$ cat config.mk
export PLATFORM = sky130hd
export DESIGN_NAME = sha256_stream_hasher
export DESIGN_NICKNAME = d
export VERILOG_FILES = /design/src/sv/sha256_pkg.sv /design/src/sv/sha256_stream_hasher.sv /design/src/sv/sha256_core.sv
export VERILOG_INCLUDE_DIRS = /design/src /design/src/sv
export SDC_FILE = /design/constraint.sdc
export NUM_CORES = 2
export LEC_CHECK = 0
export BUFFER_PORTS_ARGS = -buffer_cell sky130_fd_sc_hd__buf_2
export CAP_MARGIN = 5
export CORE_MARGIN = 3
export CORE_UTILIZATION = 35
export DETAILED_ROUTE_END_ITERATION = 12
export GPL_ROUTABILITY_DRIVEN = 0
export HOLD_SLACK_MARGIN = 0.08
export SLEW_MARGIN = 20
export SYNTH_ARGS = -nofsm -noshare
export SYNTH_HDL_FRONTEND = slang
export SYNTH_SLANG_ARGS = --single-unit
export TNS_END_PERCENT = 5
$ cat constraint.sdc
create_clock -name clk_i -period 107.6 [get_ports clk_i]
set_input_delay 5.38 -clock clk_i [delete_from_list [all_inputs] [get_ports clk_i]]
set_output_delay 5.38 -clock clk_i [all_outputs]
set_load 0.03 [all_outputs]
$ cat src/sv/sha256_stream_hasher_macros.svh
// Assertion macros for the SHA-256 stream hasher.
`ifndef SHA256_STREAM_HASHER_MACROS_SVH
`define SHA256_STREAM_HASHER_MACROS_SVH
`ifndef SYNTHESIS
`define SSH_ASSERT(label, clk, rst_n, prop) \
  label: assert property (@(posedge clk) disable iff (!rst_n) prop) else $error("assertion failed");
`define SSH_ASSERT_RST(label, clk, prop) \
  label: assert property (@(posedge clk) prop) else $error("assertion failed");
`else
`define SSH_ASSERT(label, clk, rst_n, prop)
`define SSH_ASSERT_RST(label, clk, prop)
`endif
`endif

$ cat src/sv/sha256_pkg.sv
// Package with SHA-256 constants, types and round functions.
`default_nettype none
package sha256_pkg;
  typedef logic [31:0] word_t;

  typedef enum logic [2:0] {
    ST_IDLE,
    ST_PAD,
    ST_LOAD,
    ST_ROUND,
    ST_FOLD,
    ST_EMIT
  } state_e;

  localparam word_t H_INIT [8] = '{
    32'h6a09e667, 32'hbb67ae85, 32'h3c6ef372, 32'ha54ff53a,
    32'h510e527f, 32'h9b05688c, 32'h1f83d9ab, 32'h5be0cd19
  };

  localparam word_t ROUND_K [64] = '{
    32'h428a2f98, 32'h71374491, 32'hb5c0fbcf, 32'he9b5dba5, 32'h3956c25b, 32'h59f111f1,
    32'h923f82a4, 32'hab1c5ed5, 32'hd807aa98, 32'h12835b01, 32'h243185be, 32'h550c7dc3,
    32'h72be5d74, 32'h80deb1fe, 32'h9bdc06a7, 32'hc19bf174, 32'he49b69c1, 32'hefbe4786,
    32'h0fc19dc6, 32'h240ca1cc, 32'h2de92c6f, 32'h4a7484aa, 32'h5cb0a9dc, 32'h76f988da,
    32'h983e5152, 32'ha831c66d, 32'hb00327c8, 32'hbf597fc7, 32'hc6e00bf3, 32'hd5a79147,
    32'h06ca6351, 32'h14292967, 32'h27b70a85, 32'h2e1b2138, 32'h4d2c6dfc, 32'h53380d13,
    32'h650a7354, 32'h766a0abb, 32'h81c2c92e, 32'h92722c85, 32'ha2bfe8a1, 32'ha81a664b,
    32'hc24b8b70, 32'hc76c51a3, 32'hd192e819, 32'hd6990624, 32'hf40e3585, 32'h106aa070,
    32'h19a4c116, 32'h1e376c08, 32'h2748774c, 32'h34b0bcb5, 32'h391c0cb3, 32'h4ed8aa4a,
    32'h5b9cca4f, 32'h682e6ff3, 32'h748f82ee, 32'h78a5636f, 32'h84c87814, 32'h8cc70208,
    32'h90befffa, 32'ha4506ceb, 32'hbef9a3f7, 32'hc67178f2
  };

  localparam logic [7:0] PAD_BYTE = 8'h80;
  localparam logic [5:0] LEN_POS = 6'd56;

  function automatic word_t rotr(input word_t x, input int unsigned n);
    rotr = (x >> n) | (x << (32 - n));
  endfunction
endpackage
`default_nettype wire

$ cat src/sv/sha256_stream_hasher.sv
// Top level: byte collection, padding and digest output of the SHA-256 hasher.
// A byte that does not complete a block is stored; a byte that completes one starts a
// compression: a load step, 64 rounds, the fold and a hand-off, with no input taken.
// An end item pads the block one byte per cycle up to its end, runs one or two
// compressions and then gives 8 digest words, at most one per cycle.
// Reset loads the initial hash values and clears the fill and bit counters.
`default_nettype none
`include "sha256_stream_hasher_macros.svh"
module sha256_stream_hasher (
  input  wire logic clk_i,
  input  wire logic rst_ni,
  input  wire logic in_valid_i,
  output logic in_ready_o,
  input  wire logic [7:0] byte_value_i,
  input  wire logic byte_present_i,
  input  wire logic end_of_message_i,
  output logic out_valid_o,
  input  wire logic out_ready_i,
  output logic [31:0] digest_word_o,
  output logic [2:0] word_number_o,
  output logic last_word_o
);
  import sha256_pkg::*;

  state_e state_q, state_d;
  logic [7:0] buf_q [64];
  logic [5:0] fill_q;
  logic [63:0] bits_q;
  logic fin_q, pad_q, len_q;
  logic [2:0] wn_q;
  logic in_accept;
  logic [7:0] pad_byte;
  logic core_start, core_busy, core_done, core_init;
  word_t hash [8];
  logic [511:0] blk;

  always_comb
    for (int i = 0; i < 64; i++) blk[511 - 8*i -: 8] = buf_q[i];

  assign core_start = (state_q == ST_LOAD);
  assign core_init = (state_q == ST_EMIT) && out_ready_i && (wn_q == 3'd7);

  sha256_core u_core (
    .clk_i, .rst_ni, .start_i(core_start), .init_i(core_init), .block_i(blk),
    .busy_o(core_busy), .done_o(core_done), .hash_o(hash)
  );

  always_comb begin
    state_d = state_q;
    unique case (state_q)
      ST_IDLE: begin
        if (in_valid_i) begin
          if (byte_present_i && fill_q == 6'd63) state_d = ST_LOAD;
          else if (end_of_message_i) state_d = ST_PAD;
        end
      end
      ST_PAD: if (fill_q == 6'd63) state_d = ST_LOAD;
      ST_LOAD: state_d = ST_ROUND;
      ST_ROUND: if (core_done) state_d = ST_FOLD;
      ST_FOLD: begin
        if (!fin_q) state_d = ST_IDLE;
        else if (len_q) state_d = ST_EMIT;
        else state_d = ST_PAD;
      end
      ST_EMIT: if (out_ready_i && wn_q == 3'd7) state_d = ST_IDLE;
      default: state_d = ST_IDLE;
    endcase
  end

  // The length goes into the last eight bytes of the block that holds it.
  always_comb begin
    if (!pad_q) pad_byte = PAD_BYTE;
    else if (len_q && fill_q >= LEN_POS) pad_byte = bits_q[{~fill_q[2:0], 3'b111} -: 8];
    else pad_byte = 8'h00;
  end

  assign in_ready_o = (state_q == ST_IDLE);
  assign in_accept = in_valid_i && in_ready_o;
  assign out_valid_o = (state_q == ST_EMIT);
  assign digest_word_o = hash[wn_q];
  assign word_number_o = wn_q;
  assign last_word_o = (wn_q == 3'd7);

  always_ff @(posedge clk_i) begin
    if (in_accept && byte_present_i) buf_q[fill_q] <= byte_value_i;
    else if (state_q == ST_PAD) buf_q[fill_q] <= pad_byte;
  end

  always_ff @(posedge clk_i or negedge rst_ni) begin
    if (!rst_ni) begin
      state_q <= ST_IDLE;
      fill_q <= '0;
      bits_q <= '0;
      fin_q <= 1'b0;
      pad_q <= 1'b0;
      len_q <= 1'b0;
      wn_q <= '0;
    end else begin
      state_q <= state_d;
      if (in_accept) begin
        if (byte_present_i) begin
          fill_q <= fill_q + 6'd1;
          bits_q <= bits_q + 64'd8;
        end
        fin_q <= end_of_message_i;
      end else if (state_q == ST_PAD) begin
        fill_q <= fill_q + 6'd1;
        if (!pad_q) begin
          pad_q <= 1'b1;
          if (fill_q < LEN_POS) len_q <= 1'b1;
        end
      end else if (state_q == ST_FOLD && fin_q && !len_q) begin
        len_q <= 1'b1;
      end else if (state_q == ST_EMIT && out_ready_i) begin
        wn_q <= wn_q + 3'd1;
        if (wn_q == 3'd7) begin
          fin_q <= 1'b0;
          pad_q <= 1'b0;
          len_q <= 1'b0;
          bits_q <= '0;
        end
      end
    end
  end

  `SSH_ASSERT(a_no_accept_busy, clk_i, rst_ni, core_busy |-> !in_ready_o)
  `SSH_ASSERT(a_emit_after_fin, clk_i, rst_ni, out_valid_o |-> fin_q && pad_q && len_q)
  `SSH_ASSERT(a_pad_fin, clk_i, rst_ni, (state_q == ST_PAD) |-> fin_q)
  `SSH_ASSERT(a_last_idle, clk_i, rst_ni,
    (out_valid_o && out_ready_i && last_word_o) |=> state_q == ST_IDLE)
endmodule
`default_nettype wire

$ cat src/sv/sha256_core.sv
// Iterative SHA-256 compression unit, one round per cycle.
`default_nettype none
`include "sha256_stream_hasher_macros.svh"
module sha256_core (
  input  wire logic clk_i,
  input  wire logic rst_ni,
  input  wire logic start_i,
  input  wire logic init_i,
  input  wire logic [511:0] block_i,
  output logic busy_o,
  output logic done_o,
  output sha256_pkg::word_t hash_o [8]
);
  import sha256_pkg::*;

  word_t h_q [8];
  word_t v_q [8];
  word_t w_q [16];
  logic [5:0] rnd_q;
  logic busy_q, fold_q, done_q;
  word_t w_cur, w_new, t1, t2, s0, s1;

  always_comb begin
    s0 = rotr(w_q[1], 7) ^ rotr(w_q[1], 18) ^ (w_q[1] >> 3);
    s1 = rotr(w_q[14], 17) ^ rotr(w_q[14], 19) ^ (w_q[14] >> 10);
    w_new = s1 + w_q[9] + s0 + w_q[0];
    w_cur = (rnd_q < 6'd16) ? w_q[0] : w_new;
    t1 = v_q[7] + (rotr(v_q[4], 6) ^ rotr(v_q[4], 11) ^ rotr(v_q[4], 25)) +
         ((v_q[4] & v_q[5]) ^ (~v_q[4] & v_q[6])) + ROUND_K[rnd_q] + w_cur;
    t2 = (rotr(v_q[0], 2) ^ rotr(v_q[0], 13) ^ rotr(v_q[0], 22)) +
         ((v_q[0] & v_q[1]) ^ (v_q[0] & v_q[2]) ^ (v_q[1] & v_q[2]));
  end

  always_ff @(posedge clk_i or negedge rst_ni) begin
    if (!rst_ni) begin
      busy_q <= 1'b0;
      fold_q <= 1'b0;
      done_q <= 1'b0;
      rnd_q <= '0;
      for (int i = 0; i < 8; i++) h_q[i] <= H_INIT[i];
    end else begin
      done_q <= 1'b0;
      if (init_i) begin
        for (int i = 0; i < 8; i++) h_q[i] <= H_INIT[i];
      end
      if (start_i && !busy_q) begin
        busy_q <= 1'b1;
        rnd_q <= '0;
        for (int i = 0; i < 16; i++) w_q[i] <= block_i[511 - 32*i -: 32];
        for (int i = 0; i < 8; i++) v_q[i] <= h_q[i];
      end else if (fold_q) begin
        for (int i = 0; i < 8; i++) h_q[i] <= h_q[i] + v_q[i];
        fold_q <= 1'b0;
        busy_q <= 1'b0;
        done_q <= 1'b1;
      end else if (busy_q) begin
        for (int i = 0; i < 15; i++) w_q[i] <= w_q[i+1];
        w_q[15] <= w_cur;
        v_q[7] <= v_q[6]; v_q[6] <= v_q[5]; v_q[5] <= v_q[4];
        v_q[4] <= v_q[3] + t1;
        v_q[3] <= v_q[2]; v_q[2] <= v_q[1]; v_q[1] <= v_q[0];
        v_q[0] <= t1 + t2;
        rnd_q <= rnd_q + 6'd1;
        if (rnd_q == 6'd63) fold_q <= 1'b1;
      end
    end
  end

  assign busy_o = busy_q;
  assign done_o = done_q;
  assign hash_o = h_q;

  `SSH_ASSERT(a_done_after_fold, clk_i, rst_ni, fold_q |=> done_q)
  `SSH_ASSERT(a_fold_busy, clk_i, rst_ni, fold_q |-> busy_q)
  `SSH_ASSERT(a_done_idle, clk_i, rst_ni, done_q |-> !busy_q)
endmodule
`default_nettype wire

# Yosys cells after proc, flatten, opt, wreduce, memory -nomap -nowiden
# Memories as Yosys holds them, arrays and structs flattened.
# Index checks and enable logic that the tools add are counted.
[word_totals]
memories = 4
elab_cells = 246
reg_bits = 344
ram_bits = 1280
in_bits = 14
mem_bits_ro = 2048
output_inout_bits = 38
[classes]
muxes = 85
addsub = 22
order_cmp = 5
reduce_logical = 32
eq_ne = 20
bitwise_logic = 58
shifts = 1
[mem_list]
columns = ["memory", "words", "word_bits", "read_ports", "rd_ports_with_merged_regs", "wr", "line", "rtl"]
rows = [
  ["(name not given)", 64, 32, 1, 0, 0, "sha256_core.sv:29", "((v_q[4] & v_q[5]) ^ (~v_q[4] & v_q[6])) + ROUND_K[rnd_q] + w_cur;"],
  ["buf_q", 64, 8, 64, 0, 1, "sha256_stream_hasher.sv:26", "logic [7:0] buf_q [64];"],
  ["u_core.w_q", 16, 32, 16, 0, 16, "sha256_core.sv:18", "word_t w_q [16];"],
  ["u_core.v_q", 8, 32, 8, 0, 8, "sha256_core.sv:17", "word_t v_q [8];"],
]
[ops]
columns = ["operator", "count"]
rows = [
  ["32-bit two-way mux", 29],
  ["256-bit two-way mux", 3],
  ["32-bit adder", 18],
  ["64-bit two-way mux", 6],
  ["32-bit bitwise XOR", 9],
  ["32-bit AND", 5],
  ["32-bit binary-select mux with 3-bit select", 1],
  ["71-bit by 7-bit indexed part select with 8-bit output", 1],
  ["64-bit by 4-bit adder with 64-bit output, second input constant", 1],
  ["6-bit two-way mux", 6],
  ["32-bit inverter", 1],
  ["10-bit by 32-bit bitwise OR with 32-bit output", 1],
  ["13-bit by 32-bit bitwise OR with 32-bit output", 1],
  ["14-bit by 32-bit bitwise OR with 32-bit output", 1],
  ["15-bit by 32-bit bitwise OR with 32-bit output", 1],
  ["19-bit by 32-bit bitwise OR with 32-bit output", 1],
  ["21-bit by 32-bit bitwise OR with 32-bit output", 1],
  ["25-bit by 32-bit bitwise OR with 32-bit output", 1],
  ["26-bit by 32-bit bitwise OR with 32-bit output", 1],
  ["30-bit by 32-bit bitwise OR with 32-bit output", 1],
  ["7-bit by 32-bit bitwise OR with 32-bit output", 1],
  ["32-bit by 22-bit bitwise XOR with 32-bit output", 1],
  ["32-bit by 29-bit bitwise XOR with 32-bit output", 1],
  ["1-bit two-way mux", 28],
  ["30 further kinds", 103],
]

# Logic depth before layout (Yosys ltp)
[logic_depth]
ltp_word = 10
depth_mapped = 44
depth_no_buf = 44

# Modules after synthesis
# From an unflattened synthesis, not the netlist that was laid out.
[unflattened]
hier_cells = 7706
hier_area_um2 = 92517.5
[modules_own_cells]
columns = ["mod", "seq_area_each_um2", "area_each_um2", "cells_each", "n_inst"]
rows = [
  ["sha256_core", 29863.6, 70167.3, 6450, 1],
  ["sha256_stream_hasher", 17276.6, 22350.2, 1256, 1],
]

# Worst setup path before layout
# OpenSTA, ideal clock, no wires.
[synth_timing]
kind = "input to register"
from = "in rst_ni"
to = "mem u_core.v_q[0][0] in the netlist's numbering, enable pin"
stages = 1
t_arrival_ns = 38.265
n_path_buf = 0
slack_ns = 67.341
setup_time_ns = 1.994
t_required_ns = 105.606
cell_sequence = "nor2b_1"
[synth_lines]
columns = ["item", "line", "rtl"]
rows = [
  ["start, declared", "sha256_stream_hasher.sv:11", "input wire logic rst_ni,"],
  ["end, declared", "sha256_core.sv:17", ""],
]

==> flow_summary_export.csv <==
group,metric,value,unit
run_status,outcome,"complete, but fails checks",
run_status,violations,"DRC",
global_routing,grt_pass1_wl,409.7,mm
floorplanning,core_area,0.2599,sq mm
logic_synthesis,yosys_warnings,0,
global_routing,grt_max_degree,185,
final_layout,fin_util,0.3893,
floorplanning,initial_core_util,0.3520,
timing,finalMaxSlewViolations,0,
detailed_routing,wl,277.0,mm
timing,hold_viol,0,
clocking,hold_buffers,0,
clocking,post_cts_buffers,0,
floorplanning,pin_count,52,
placed_design,dpl.hpwl,194.1,mm
clocking,clock_latency,880,ps
worst_setup_path,critical_path_class,"register to register",
worst_setup_path,end_kind,"register",
clocking,cts_tree,"done",
logic_synthesis,yosysTopAreaCell,"edfxtp_1",
clocking,cts.sinks,1621,
final_layout,layout_common_cells,"edfxtp_1, nand2_1, mux2_2, a21oi_1, nor2_1",
clocking,cts_made_buffers,180,
flow_run,maxCapViolations,0,
worst_setup_path,crit_path_top_delay_cell,"a2111oi_0",
worst_setup_path,cp.required,108130,ps
timing,worst_pin_slew,1230,ps
timing,rsz0062_at_grt,"no",
timing,fmax,89.95,MHz
logic_synthesis,netlist_area,0.09150,sq mm
timing,setup_viol,0,
logic_synthesis,ys.flop_type,"edfxtp_1",
logic_synthesis,yosysSeqAreaShare,0.5152,
logic_synthesis,synth-edff-count,1280,
clocking,htreeDepth,4,
worst_setup_path,cp-start-kind,"register",
placed_design,io_buffers,51,
clocking,clock_path_buffers,4,
final_layout,final_nets,8439,
detailed_routing,drt_iter0_drc,6634,
detailed_routing,viasPerCell,5.530,
logic_synthesis,async_reset_ff_frac,0.2104,
global_routing,globalRouteOverflowTotal,0,
logic_synthesis,ys_ff_latch,1621,
placed_design,dp_worst_setup_slack,96920,ps
worst_setup_path,crit_arrival,11650,ps
final_layout,num-fill-cells,24780,
clocking,cts_root_buf,"clkbuf_16",
floorplanning,placementRows,187,
detailed_routing,antenna_left,0,
detailed_routing,wl_per_cell,24.16,microns
timing,setup_ws,96480,ps
timing,fin_crit,11120,ps
timing,tns,0,ps
worst_setup_path,critical_path.max_stage_delay,800,ps
final_layout,multi_input_comb_area,0.04173,sq mm
timing,period_share,0.1033,
global_routing,grt_usage,0.2022,
final_layout,mostFrequentLayoutCell,"edfxtp_1",
worst_setup_path,reg2reg_slack,96480,ps
floorplanning,die-area,0.2676,sq mm
clocking,cts_resized,0,
logic_synthesis,yosysUniqueCellTypes,92,
floorplanning,die_y,517.3,microns
logic_synthesis,synthTopCellsByArea,"edfxtp_1, mux2_2, dfrtp_1",
detailed_routing,drc,2,
detailed_routing,vias,63410,
final_layout,final-seq-area,0.04716,sq mm
logic_synthesis,syn_avg_cell_area,11.61,sq um
detailed_routing,first_pass_iters,13,
timing,finClkSkew,99.61,ps
clocking,clk_pin_slew,60,ps
worst_setup_path,crit_path_frequent_cell,"fa_1",
worst_setup_path,crit_fanout,17,
timing,slew_headroom,0.1797,
global_routing,first_global_vias,61580,
logic_synthesis,synth_fp_nets,8489,
logic_synthesis,yosysTopAreaCellShare,0.4201,
logic_synthesis,netlist_instances,7882,
worst_hold_path,hp-class,"register to register",
global_routing,antenna_found_initial,9,
final_layout,area_growth,10.58,%
final_layout,layout-drive-gt1-share,0.1494,
floorplanning,die_w,517.3,microns
cell type report:
class	count	share of cell area
Sequential cell	1621	0.4660
Multi-Input combinational cell	5507	0.4124
Clock buffer	231	0.04752
Tap cell	3496	0.04323
Inverter	393	0.01463
Timing Repair Buffer	129	0.009509
Clock inverter	84	0.006492
Antenna cell	7	0.0001731
layer usage:
metal,GRT usage,routed length [microns]
met5,0,235
met4,0.07106,10660
met3,0.04250,22870
met2,0.3224,127700
met1,0.2723,115500
final timing paths:
| kind | end | start | depth (start not counted) |
|---|---|---|---|
| worst max-delay path | u_core.v_q[0][30] | u_core.rnd_q[1] | 33 |
| worst min-delay path | u_core.w_q[2][82] | buf_q[41][2] | 2 |
| worst max register to register | u_core.v_q[0][30] | u_core.rnd_q[1] | 33 |
| worst min register to register | u_core.w_q[2][82] | buf_q[41][2] | 2 |
| max in group asynchronous | u_core.hash_o[51] | rst_ni | 3 |
| min in group asynchronous | bits_q[49] | rst_ni | 1 |
logic make-up after synthesis:
logic type	after synthesis	share of synthesized area
AOI/OAI and AO/OA	1676	0.1144
adders and majority gates	612	0.09917
buffers and inverters	754	0.03096
xor gates and xnor gates	616	0.05905
muxes	658	0.08912
and+or+nand+nor	1945	0.09215
DFF	1621	0.5152
state kept, by name, indices dropped and copies added (netlist names):
| name | flops |
|---|---|
| fin_q | 1 |
| u_core.w_q | 512 |
| pad_q | 1 |
| u_core.busy_o | 1 |
| buf_q | 512 |
| u_core.fold_q | 1 |
| u_core.v_q | 256 |
| u_core.done_o | 1 |
| u_core.hash_o | 256 |
| fill_q | 6 |
| state_q | 3 |
| bits_q | 61 |
| u_core.rnd_q | 6 |
| len_q | 1 |
| word_number_o | 3 |
worst max-delay path, delay by kind of cell, from the launching register on:
kind | cells | cell delay, ps
and+or+nand+nor | 4 | 720
muxes | 1 | 510
adders and majority gates | 8 | 3740
AOI/OAI and AO/OA | 16 | 3860
xor gates and xnor gates | 2 | 560
DFF | 1 | 720
buffers and inverters | 2 | 650
synth_stat cells (15+ instances only):
library cell  count
a211o_1          15
a211oi_1         40
a21o_1          216
a21oi_1         476
a221oi_1         16
a311oi_1         17
a31oi_1          45
and2_1           20
and3_1           47
buf_1            34
clkbuf_1        325
dfrtp_1         205
dfstp_2         136
edfxtp_1       1280
fa_1            195
ha_1            398
inv_1           388
maj3_1           19
mux2_2          543
mux2i_1          44
mux4_2           71
nand2_1         989
nand2b_1         66
nand3_1          98
nand4_1          29
nor2_1          446
nor2b_1          44
nor3_1           89
o211ai_1         29
o21a_1           51
o21ai_0         432
o21ai_1          41
o21bai_1         54
o22ai_1          22
o31ai_1          52
or2_2            18
or3_1            39
xnor2_1         347
xor2_1          268
stage by stage:
stage | hold WS (ps) | cell area (sq um) | cells
finish | 464.1 | 101200 | 11470
global route | 508.0 | 101200 | 11460
CTS | 454.2 | 101100 | 11460
detailed placement | 490.4 | 95650 | 11150
global placement | 478.6 | 95620 | 11150
floorplan | 466.1 | 91500 | 7882
Power is left out: the tool's default activity adds up to more than one toggle a clock period on the data nets, which glitch-free logic cannot reach.
